**src/rtl/sas_pkg.sv**
```systemverilog
// Shared types and constants of the sprite animation sequencer.
package sas_pkg;

	localparam int ACT_BITS     = 2;
	localparam int FRAME_BITS   = 8;
	localparam int ACC_BITS     = 24;
	localparam int ELAPSED_BITS = 16;
	localparam int NUM_SLOTS    = 4;
	localparam int CFG_BITS     = 64;
	localparam int CNT_REG_BITS = NUM_SLOTS * FRAME_BITS;

	localparam logic [ACC_BITS-1:0]   ACC_MAX   = {ACC_BITS{1'b1}};
	localparam logic [FRAME_BITS-1:0] FRAME_MAX = {FRAME_BITS{1'b1}};

	typedef enum logic [1:0] {
		REG_DURATIONS    = 2'd0,
		REG_FRAME_COUNTS = 2'd1,
		REG_LOOPING_MASK = 2'd2
	} cfg_reg_t;

	typedef enum logic {
		OP_TICK = 1'b0,
		OP_SET  = 1'b1
	} opcode_t;

	// Commands from the controller to the datapath.
	typedef struct packed {
		logic accept;
		logic apply;
		logic load_out;
	} cmd_t;

	// Status from the datapath to the controller.
	typedef struct packed {
		logic div_needed;
		logic div_done;
	} status_t;

endpackage

```
**src/rtl/sprite_animation_sequencer_top.sv**
```systemverilog
// Top level of the sprite animation sequencer.
// Each input transaction is a tick (tuser 0) that adds elapsed time, or an action request
// (tuser 1); every transaction yields exactly one result with the playing action, its
// frame and the reversing flag. A request, or a tick whose stored time does not yet cover
// the frame duration, goes to S_EMIT, which loads the result and raises m_tvalid once the
// output register is free. A covering tick passes S_DIV first: a restoring divider gives
// the step count and remainder, one of its 24 quotient bits per cycle, before the frame
// update and the S_EMIT load. One transaction is processed at a time, and the next is
// accepted while the last result still waits in the output register. Configuration
// writes are taken at any edge with cfg_we high and must be made while the block is idle.
module sprite_animation_sequencer_top #(
	parameter int NUM_ACTIONS = 4,
	parameter int TIME_BITS   = 16
) (
	input  logic        clk,
	input  logic        arst_n,
	input  logic        cfg_we,
	input  logic [1:0]  cfg_addr,
	input  logic [63:0] cfg_wdata,
	input  logic        s_tvalid,
	output logic        s_tready,
	input  logic [23:0] s_tdata,  // elapsed_time[15:0], requested_action[17:16], zero fill
	input  logic [0:0]  s_tuser,  // opcode[0]
	output logic        m_tvalid,
	input  logic        m_tready,
	output logic [15:0] m_tdata   // shown_action[1:0], shown_frame[9:2], reversing[10], zero fill
);

	sas_pkg::cmd_t    cmd;
	sas_pkg::status_t status;

	sas_ctrl u_ctrl (
		.clk     (clk),
		.arst_n  (arst_n),
		.s_tvalid(s_tvalid),
		.s_tready(s_tready),
		.m_tvalid(m_tvalid),
		.m_tready(m_tready),
		.status  (status),
		.cmd     (cmd)
	);

	sas_dp #(
		.NUM_ACTIONS(NUM_ACTIONS),
		.TIME_BITS  (TIME_BITS)
	) u_dp (
		.clk      (clk),
		.arst_n   (arst_n),
		.cfg_we   (cfg_we),
		.cfg_addr (cfg_addr),
		.cfg_wdata(cfg_wdata),
		.s_tdata  (s_tdata),
		.s_tuser  (s_tuser),
		.cmd      (cmd),
		.status   (status),
		.m_tdata  (m_tdata)
	);

endmodule

```
**src/rtl/sas_div.sv**
```systemverilog
// Restoring divider for the accumulator, one quotient bit per cycle.
module sas_div #(
	parameter int TIME_BITS = 16
) (
	input  logic                         clk,
	input  logic                         arst_n,
	input  logic                         start,
	input  logic [sas_pkg::ACC_BITS-1:0] dividend,
	input  logic [TIME_BITS-1:0]         divisor,
	output logic                         done,
	output logic [sas_pkg::ACC_BITS-1:0] quotient,
	output logic [sas_pkg::ACC_BITS-1:0] remainder
);

	localparam int AW = sas_pkg::ACC_BITS;
	localparam int CW = (TIME_BITS > AW + 1) ? TIME_BITS : AW + 1;
	localparam int NW = $clog2(AW);
	localparam logic [NW-1:0] LAST_STEP = NW'(AW - 1);

	logic          busy_q;
	logic          done_q;
	logic [NW-1:0] cnt_q;
	logic [AW-1:0] rem_q;
	logic [AW-1:0] quo_q;
	logic [TIME_BITS-1:0] div_q;

	logic [AW:0]   shifted;
	logic [CW-1:0] shifted_w;
	logic [CW-1:0] div_w;
	logic [CW-1:0] diff_w;
	logic          fits;

	assign shifted   = {rem_q, quo_q[AW-1]};
	assign shifted_w = CW'(shifted);
	assign div_w     = CW'(div_q);
	assign diff_w    = shifted_w - div_w;
	assign fits      = shifted_w >= div_w;

	always_ff @(posedge clk or negedge arst_n) begin
		if (!arst_n) begin
			busy_q <= 1'b0;
			done_q <= 1'b0;
			cnt_q  <= '0;
		end else begin
			done_q <= 1'b0;
			if (start) begin
				busy_q <= 1'b1;
				cnt_q  <= '0;
			end else if (busy_q) begin
				cnt_q <= cnt_q + 1'b1;
				if (cnt_q == LAST_STEP) begin
					busy_q <= 1'b0;
					done_q <= 1'b1;
				end
			end
		end
	end

	always_ff @(posedge clk) begin
		if (start) begin
			rem_q <= '0;
			quo_q <= dividend;
			div_q <= divisor;
		end else if (busy_q) begin
			// The partial remainder never exceeds the dividend bits seen so far.
			rem_q <= fits ? diff_w[AW-1:0] : shifted[AW-1:0];
			quo_q <= {quo_q[AW-2:0], fits};
		end
	end

	assign done      = done_q;
	assign quotient  = quo_q;
	assign remainder = rem_q;

endmodule

```
**src/rtl/sas_dp.sv**
```systemverilog
// Datapath: configuration, animation state, frame update and result register.
module sas_dp #(
	parameter int NUM_ACTIONS = 4,
	parameter int TIME_BITS   = 16
) (
	input  logic                         clk,
	input  logic                         arst_n,
	input  logic                         cfg_we,
	input  logic [1:0]                   cfg_addr,
	input  logic [sas_pkg::CFG_BITS-1:0] cfg_wdata,
	input  logic [23:0]                  s_tdata,
	input  logic [0:0]                   s_tuser,
	input  sas_pkg::cmd_t                cmd,
	output sas_pkg::status_t             status,
	output logic [15:0]                  m_tdata
);

	localparam int AW = sas_pkg::ACC_BITS;
	localparam int FW = sas_pkg::FRAME_BITS;
	localparam int XW = sas_pkg::ACT_BITS;
	localparam int EW = sas_pkg::ELAPSED_BITS;
	localparam int CW = (TIME_BITS > AW) ? TIME_BITS : AW;

	logic [sas_pkg::CFG_BITS-1:0]     cfg_dur_q;
	logic [sas_pkg::CNT_REG_BITS-1:0] cfg_cnt_q;
	logic [sas_pkg::NUM_SLOTS-1:0]    cfg_loop_q;

	logic [XW-1:0] active_q;
	logic [XW-1:0] pending_q;
	logic          pending_valid_q;
	logic [FW-1:0] frame_q;
	logic [AW-1:0] acc_q;
	logic [EW-1:0] dt_q;

	logic [XW-1:0] out_action_q;
	logic [FW-1:0] out_frame_q;
	logic          out_rev_q;

	logic [TIME_BITS-1:0] dur_field [sas_pkg::NUM_SLOTS];
	logic [TIME_BITS-1:0] dur_raw;
	logic [TIME_BITS-1:0] dur_eff;
	logic [FW-1:0]        cnt_raw;
	logic [FW-1:0]        last_frame;
	logic                 act_loops;

	logic          opcode;
	logic [EW-1:0] elapsed;
	logic [XW-1:0] req;
	logic          req_valid;

	logic          div_start;
	logic          div_done;
	logic [AW-1:0] div_quo;
	logic [AW-1:0] div_rem;

	logic [AW:0]   tick_sum;
	logic [AW:0]   apply_sum;
	logic [AW:0]   up_sum;
	logic [FW-1:0] frame_next;
	logic [XW-1:0] active_next;
	logic          pend_clear;

	// Per-action duration fields; bits past the register read as zero.
	for (genvar a = 0; a < sas_pkg::NUM_SLOTS; a++) begin : g_dur
		for (genvar b = 0; b < TIME_BITS; b++) begin : g_bit
			if (a * TIME_BITS + b < sas_pkg::CFG_BITS) begin : g_in
				assign dur_field[a][b] = cfg_dur_q[a * TIME_BITS + b];
			end else begin : g_out
				assign dur_field[a][b] = 1'b0;
			end
		end
	end

	assign dur_raw    = dur_field[active_q];
	assign dur_eff    = (dur_raw == '0) ? TIME_BITS'(1) : dur_raw;
	assign cnt_raw    = cfg_cnt_q[{active_q, 3'b000} +: FW];
	assign last_frame = (cnt_raw == '0) ? '0 : cnt_raw - 1'b1;
	assign act_loops  = cfg_loop_q[active_q];

	assign opcode  = s_tuser[0];
	assign elapsed = s_tdata[EW-1:0];
	assign req     = s_tdata[EW +: XW];
	assign req_valid = (int'(req) < NUM_ACTIONS) && (req != active_q);

	assign status.div_needed = (opcode == sas_pkg::OP_TICK) && (CW'(acc_q) >= CW'(dur_eff));
	assign status.div_done   = div_done;
	assign div_start         = cmd.accept && status.div_needed;

	sas_div #(
		.TIME_BITS(TIME_BITS)
	) u_div (
		.clk      (clk),
		.arst_n   (arst_n),
		.start    (div_start),
		.dividend (acc_q),
		.divisor  (dur_eff),
		.done     (div_done),
		.quotient (div_quo),
		.remainder(div_rem)
	);

	assign tick_sum  = {1'b0, acc_q} + (AW + 1)'(elapsed);
	assign apply_sum = {1'b0, div_rem} + (AW + 1)'(dt_q);
	assign up_sum    = (AW + 1)'(frame_q) + {1'b0, div_quo};

	// Frame step by the quotient after division; backwards while a change waits.
	always_comb begin
		frame_next  = frame_q;
		active_next = active_q;
		pend_clear  = 1'b0;
		if (act_loops) begin
			if (frame_q >= last_frame) begin
				frame_next = '0;
			end else if (up_sum > (AW + 1)'(sas_pkg::FRAME_MAX)) begin
				frame_next = sas_pkg::FRAME_MAX;
			end else begin
				frame_next = up_sum[FW-1:0];
			end
		end else if (pending_valid_q) begin
			if (frame_q != '0) begin
				if (div_quo >= AW'(frame_q)) begin
					frame_next = '0;
				end else begin
					frame_next = frame_q - div_quo[FW-1:0];
				end
			end else begin
				active_next = pending_q;
				pend_clear  = 1'b1;
			end
		end else if (frame_q < last_frame) begin
			if (up_sum > (AW + 1)'(last_frame)) begin
				frame_next = last_frame;
			end else begin
				frame_next = up_sum[FW-1:0];
			end
		end
	end

	always_ff @(posedge clk or negedge arst_n) begin
		if (!arst_n) begin
			cfg_dur_q  <= '0;
			cfg_cnt_q  <= 32'h0101_0101;
			cfg_loop_q <= '1;
		end else if (cfg_we) begin
			case (cfg_addr)
				sas_pkg::REG_DURATIONS:    cfg_dur_q  <= cfg_wdata;
				sas_pkg::REG_FRAME_COUNTS: cfg_cnt_q  <= cfg_wdata[sas_pkg::CNT_REG_BITS-1:0];
				sas_pkg::REG_LOOPING_MASK: cfg_loop_q <= cfg_wdata[sas_pkg::NUM_SLOTS-1:0];
				default: ;
			endcase
		end
	end

	always_ff @(posedge clk or negedge arst_n) begin
		if (!arst_n) begin
			active_q        <= '0;
			pending_q       <= '0;
			pending_valid_q <= 1'b0;
			frame_q         <= '0;
			acc_q           <= '0;
		end else if (cmd.accept) begin
			if (opcode == sas_pkg::OP_SET) begin
				if (req_valid) begin
					if (act_loops) begin
						active_q <= req;
						frame_q  <= '0;
					end else begin
						pending_q       <= req;
						pending_valid_q <= 1'b1;
					end
				end
			end else if (!status.div_needed) begin
				acc_q <= tick_sum[AW] ? sas_pkg::ACC_MAX : tick_sum[AW-1:0];
			end
		end else if (cmd.apply) begin
			frame_q  <= frame_next;
			active_q <= active_next;
			if (pend_clear) begin
				pending_valid_q <= 1'b0;
			end
			acc_q <= apply_sum[AW] ? sas_pkg::ACC_MAX : apply_sum[AW-1:0];
		end
	end

	always_ff @(posedge clk) begin
		if (cmd.accept) begin
			dt_q <= elapsed;
		end
		if (cmd.load_out) begin
			out_action_q <= active_q;
			out_frame_q  <= frame_q;
			out_rev_q    <= pending_valid_q && !act_loops;
		end
	end

	assign m_tdata = {5'b0, out_rev_q, out_frame_q, out_action_q};

endmodule

```
**src/rtl/sas_ctrl.sv**
```systemverilog
// Controller: input and output handshakes and the sequencing of one item.
module sas_ctrl (
	input  logic             clk,
	input  logic             arst_n,
	input  logic             s_tvalid,
	output logic             s_tready,
	output logic             m_tvalid,
	input  logic             m_tready,
	input  sas_pkg::status_t status,
	output sas_pkg::cmd_t    cmd
);

	typedef enum logic [2:0] {
		S_IDLE = 3'b001,
		S_DIV  = 3'b010,
		S_EMIT = 3'b100
	} state_t;

	state_t state_q;
	state_t state_next;
	logic   m_tvalid_q;
	logic   out_free;

	assign out_free = !m_tvalid_q || m_tready;
	assign s_tready = (state_q == S_IDLE);

	always_comb begin
		state_next   = state_q;
		cmd.accept   = 1'b0;
		cmd.apply    = 1'b0;
		cmd.load_out = 1'b0;
		case (state_q)
			S_IDLE: begin
				if (s_tvalid) begin
					cmd.accept = 1'b1;
					state_next = status.div_needed ? S_DIV : S_EMIT;
				end
			end
			S_DIV: begin
				if (status.div_done) begin
					cmd.apply  = 1'b1;
					state_next = S_EMIT;
				end
			end
			S_EMIT: begin
				// The result waits here until the output register is free.
				if (out_free) begin
					cmd.load_out = 1'b1;
					state_next   = S_IDLE;
				end
			end
			default: state_next = S_IDLE;
		endcase
	end

	always_ff @(posedge clk or negedge arst_n) begin
		if (!arst_n) begin
			state_q    <= S_IDLE;
			m_tvalid_q <= 1'b0;
		end else begin
			state_q <= state_next;
			if (cmd.load_out) begin
				m_tvalid_q <= 1'b1;
			end else if (m_tready) begin
				m_tvalid_q <= 1'b0;
			end
		end
	end

	assign m_tvalid = m_tvalid_q;

endmodule

```
**config.mk**
```make
export PLATFORM = sky130hd
export DESIGN_NAME = sprite_animation_sequencer_top
export DESIGN_NICKNAME = d
export VERILOG_FILES = /design/src/rtl/sas_pkg.sv /design/src/rtl/sprite_animation_sequencer_top.sv /design/src/rtl/sas_div.sv /design/src/rtl/sas_dp.sv /design/src/rtl/sas_ctrl.sv
export SDC_FILE = /design/constraint.sdc
export NUM_CORES = 1
export LEC_CHECK = 0
export BUFFER_PORTS_ARGS = -buffer_cell sky130_fd_sc_hd__buf_4
export CAP_MARGIN = 20
export CORE_MARGIN = 1.5
export CORE_UTILIZATION = 40
export DETAILED_ROUTE_END_ITERATION = 10
export GPL_ROUTABILITY_DRIVEN = 0
export PLACE_DENSITY = 0.64
export SETUP_SLACK_MARGIN = 0.5
export SLEW_MARGIN = 10
export SYNTH_ARGS = -nofsm -noshare
export SYNTH_HDL_FRONTEND = slang
export SYNTH_SLANG_ARGS = --single-unit
```
**constraint.sdc**
```tcl
create_clock -name clk -period 4.87 [get_ports clk]
set_input_delay 0.974 -clock clk [delete_from_list [all_inputs] [get_ports clk]]
set_output_delay 0.974 -clock clk [all_outputs]
set_load 0.01 [all_outputs]
```
==> impl_metrics.tcl <==
set metrics [dict create \
    status "complete, no violations" \
    worstReg2RegEnd "u_dp.u_div.quotient[10]" \
    hp-class "input port to async pin" \
    peakVddDrop_uv 319 \
    drt.antenna.violating_nets 0 \
    hold_viol_final 0 \
    cp_max_fo 16 \
    critPathSlowestCell "mux4_2" \
    first_pass_iters 5 \
    p_per_area_nw_per_um2 592 \
    grt_antenna_before_repair 0 \
    end_kind "register" \
    synthTopCellsByCount "dfrtp_1, nor2_1, mux2_2, ha_1, inv_1" \
    critical-path-max-stage-delay_ns 0.56 \
    path_class "register to register" \
    rsz0062_at_grt "true" \
    worst_pin_slew_ns 1.06 \
    die_area_um2 38500 \
    wire_per_inst_um 19.3 \
    maxCapViolations 0 \
    synth_cells 1421 \
    overflow 0 \
    synthTopCellsByArea "dfrtp_1, edfxtp_1, mux2_2, ha_1, mux4_2" \
    grt_max_degree 94 \
    rr_worst_depth 17 \
    cts_tree "done" \
    io_pins 114 \
    period_share_pct 86.5 \
    clock.fmax_mhz 238 \
    synthArstFlopShare_pct 61.9 \
    cts_sinks 239 \
    pre_cts_ws_ns 0.391 \
    initial_core_util_pct 40.7 \
    antennaDiodeCount 0 \
    clk_pin_slew_ns 0.06 \
    slew-limit-headroom_pct 29.4 \
    setup_ws_ns 0.660 \
    slew_viol_final 0 \
    synth.most_common_cell "dfrtp_1" \
    synthesis.area_um2 14900 \
    drive_gt1_share_pct 25.1 \
    fill_cells 3340 \
    grt_pass1_wl_mm 62.7 \
    coreArea_um2 36700 \
    grt_usage_pct 20.6 \
    cp_common_cell "a21o_1" \
    drc 0 \
    die_y_um 196 \
    cp_cell_sequence "bufbuf_16, mux4_2, inv_1, nand4_1, nor4_1, a31o_2, ha_1, nand2b_1, a21o_1, a21o_1, a21o_1, a21oi_1, a21oi_2, a31oi_4, nor3_4, buf_6, mux2_2" \
    fp.dieW_um 196 \
    critPathBufInv 3 \
    regToRegSetupSlack_ns 0.66 \
    period_minus_slack_ns 4.21 \
    r2r-start "u_dp.active_q[0]" \
    grt_pass1_vias 11400 \
    wirelength_mm 39.1 \
    netlist-cell-type-count 84 \
    cts_buffer_depth 3 \
    yosys_most_used_dff "dfrtp_1" \
    setup_tns_ns 0 \
    synth_top_area_cell "dfrtp_1" \
    synth_edf_count 67 \
    ys_seq_elements 239 \
    p_leak_nw 7.47 \
    fin_skew_ns 0.0475 \
    cp.required_ns 5.17 \
    via_count 11400 \
    yosys_warnings 0 \
    insertion_delay_ns 0.59 \
    avgSynthCellArea_um2 10.5 \
    critPathTopFamily "compound AO/OA/AOI/OAI gates" \
    rows 70 \
    vias_per_cell 5.61 \
    synth_top_area_share_pct 23.3 \
    finalNetCount 1739 \
    portBuffers 102 \
    cts_htree_levels 1 \
    setup_violations 0 \
    seq_area_frac_synth_pct 41.5 \
    crit_arrival_ns 4.51 \
    cts_buffers 28 \
    cts-root-buf "clkbuf_16" \
    hpwl_mm 28.7 \
    areaGrowthSynthToFinish_pct 17.3 \
    drt-initial-drc-count 734 \
    critPathLaunchType "register" \
]
[power by group]
group / leakage, nW / internal, W / switching [W] / total, W
Sequential: 2.51 / 0.00259 / 0.000466 / 0.00306
Combinational: 4.51 / 0.00240 / 0.00283 / 0.00523
Clock: 0.453 / 0.00121 / 0.000879 / 0.00209
[layer usage]
layer,vias to the layer above,track usage [%],share of wire (%)
met3,48,4.28,5.8
met5,-,0,0
met4,0,4.87,2.1
met1,5586,27.8,46
li1,5429,-,-
met2,292,33.9,46
[cells in the final DEF (no fill, tap or decap), types with 6 or more instances in the layout]
cell type,n
o21bai_1,7
o211ai_1,8
o221ai_1,10
and2_1,7
nor4_1,12
a32o_1,6
xor2_1,23
o22ai_1,12
mux2_2,122
xnor2_1,43
inv_1,89
dfrtp_1,137
a21o_1,24
mux4_2,24
o21ai_0,42
a21oi_1,73
nand2_1,62
a21boi_0,6
and3_1,17
buf_4,132
nand3_1,33
clkbuf_1,9
clkbuf_8,6
ha_1,101
nand2b_1,22
mux2i_1,21
a31oi_1,14
clkbuf_16,28
nand4_1,19
dfxtp_1,24
or2_2,9
nor2_1,125
dfstp_2,9
nor3_1,15
edfxtp_1,67
nor2b_1,13
nand3b_1,6
or2_0,6
a211oi_1,24
o21a_1,11
[layout make-up]
cell class	count	area, µm²	share of cell area, %
well taps	468	586	3.34
clock buffers	43	817	4.66
clock inverters	9	103	0.585
flip-flops and latches	239	6210	35.4
repair buffers	139	1120	6.42
multi-input cells	1032	8340	47.6
inverters	94	353	2.01
[registers in the layout, summed over array words and instances, names as in the netlist, 3 cells and up]
name,cells
u_dp.acc_q,24
u_ctrl.state_q,3
u_dp.u_div.remainder,24
u_dp.cfg_cnt_q,32
u_dp.u_div.div_q,16
u_dp.frame_q,8
u_dp.u_div.cnt_q,5
u_dp.out_frame_q,8
u_dp.cfg_loop_q,4
u_dp.u_div.quotient,24
u_dp.cfg_dur_q,64
u_dp.dt_q,16
[per-stage QoR]
stage / cell area [µm²] / hold slack (ns) / util [%] / power (W) / cells
CTS: 17300 / 0.505 / 47.2 / 0.0102 / 2012
finish: 17500 / 0.479 / 47.8 / 0.0104 / 2024
floorplan: 15000 / 0.423 / - / 0.00658 / 1425
global route: 17500 / 0.513 / 47.8 / 0.0112 / 2024
global placement: 16200 / 0.482 / 44.2 / 0.00776 / 1952
detailed placement: 16200 / 0.493 / 44.2 / 0.00788 / 1952
[how the worst max path moves through the flow]
stage | from | slack [ns] | end | cells past startpoint
global route | u_dp.active_q[0] | 0.45 | u_dp.frame_q[3] | 15
finish | u_dp.active_q[0] | 0.66 | u_dp.u_div.quotient[10] | 17
global placement | u_dp.active_q[0] | 0.44 | u_dp.frame_q[4] | 18
floorplan | u_dp.active_q[0] | 0.51 | u_dp.u_div.div_q[0] | 17
detailed placement | u_dp.active_q[0] | 0.39 | u_dp.u_div.quotient[10] | 17
CTS | u_dp.active_q[0] | 0.51 | u_dp.frame_q[4] | 14
[logic make-up after synthesis]
| logic type | after synthesis | synth area share, % |
|---|---|---|
| fa+ha+maj | 109 | 9.38 |
| buf+inv | 154 | 4.07 |
| other cells | 1 | 0.0251 |
| mux | 168 | 14.4 |
| xor+xnor | 68 | 3.98 |
| compound gates | 295 | 13.5 |
| simple gates | 387 | 13.2 |
| flops | 239 | 41.5 |
[timing repair]
item,CTS,global route
hold buffers,0,0
endpoints found under the setup margin,77,78
buffers inserted,6,12
cloned,2,0
resized for setup,7,32
pin swaps,2,20
No activity file was read; power rests on OpenSTA's default activity.
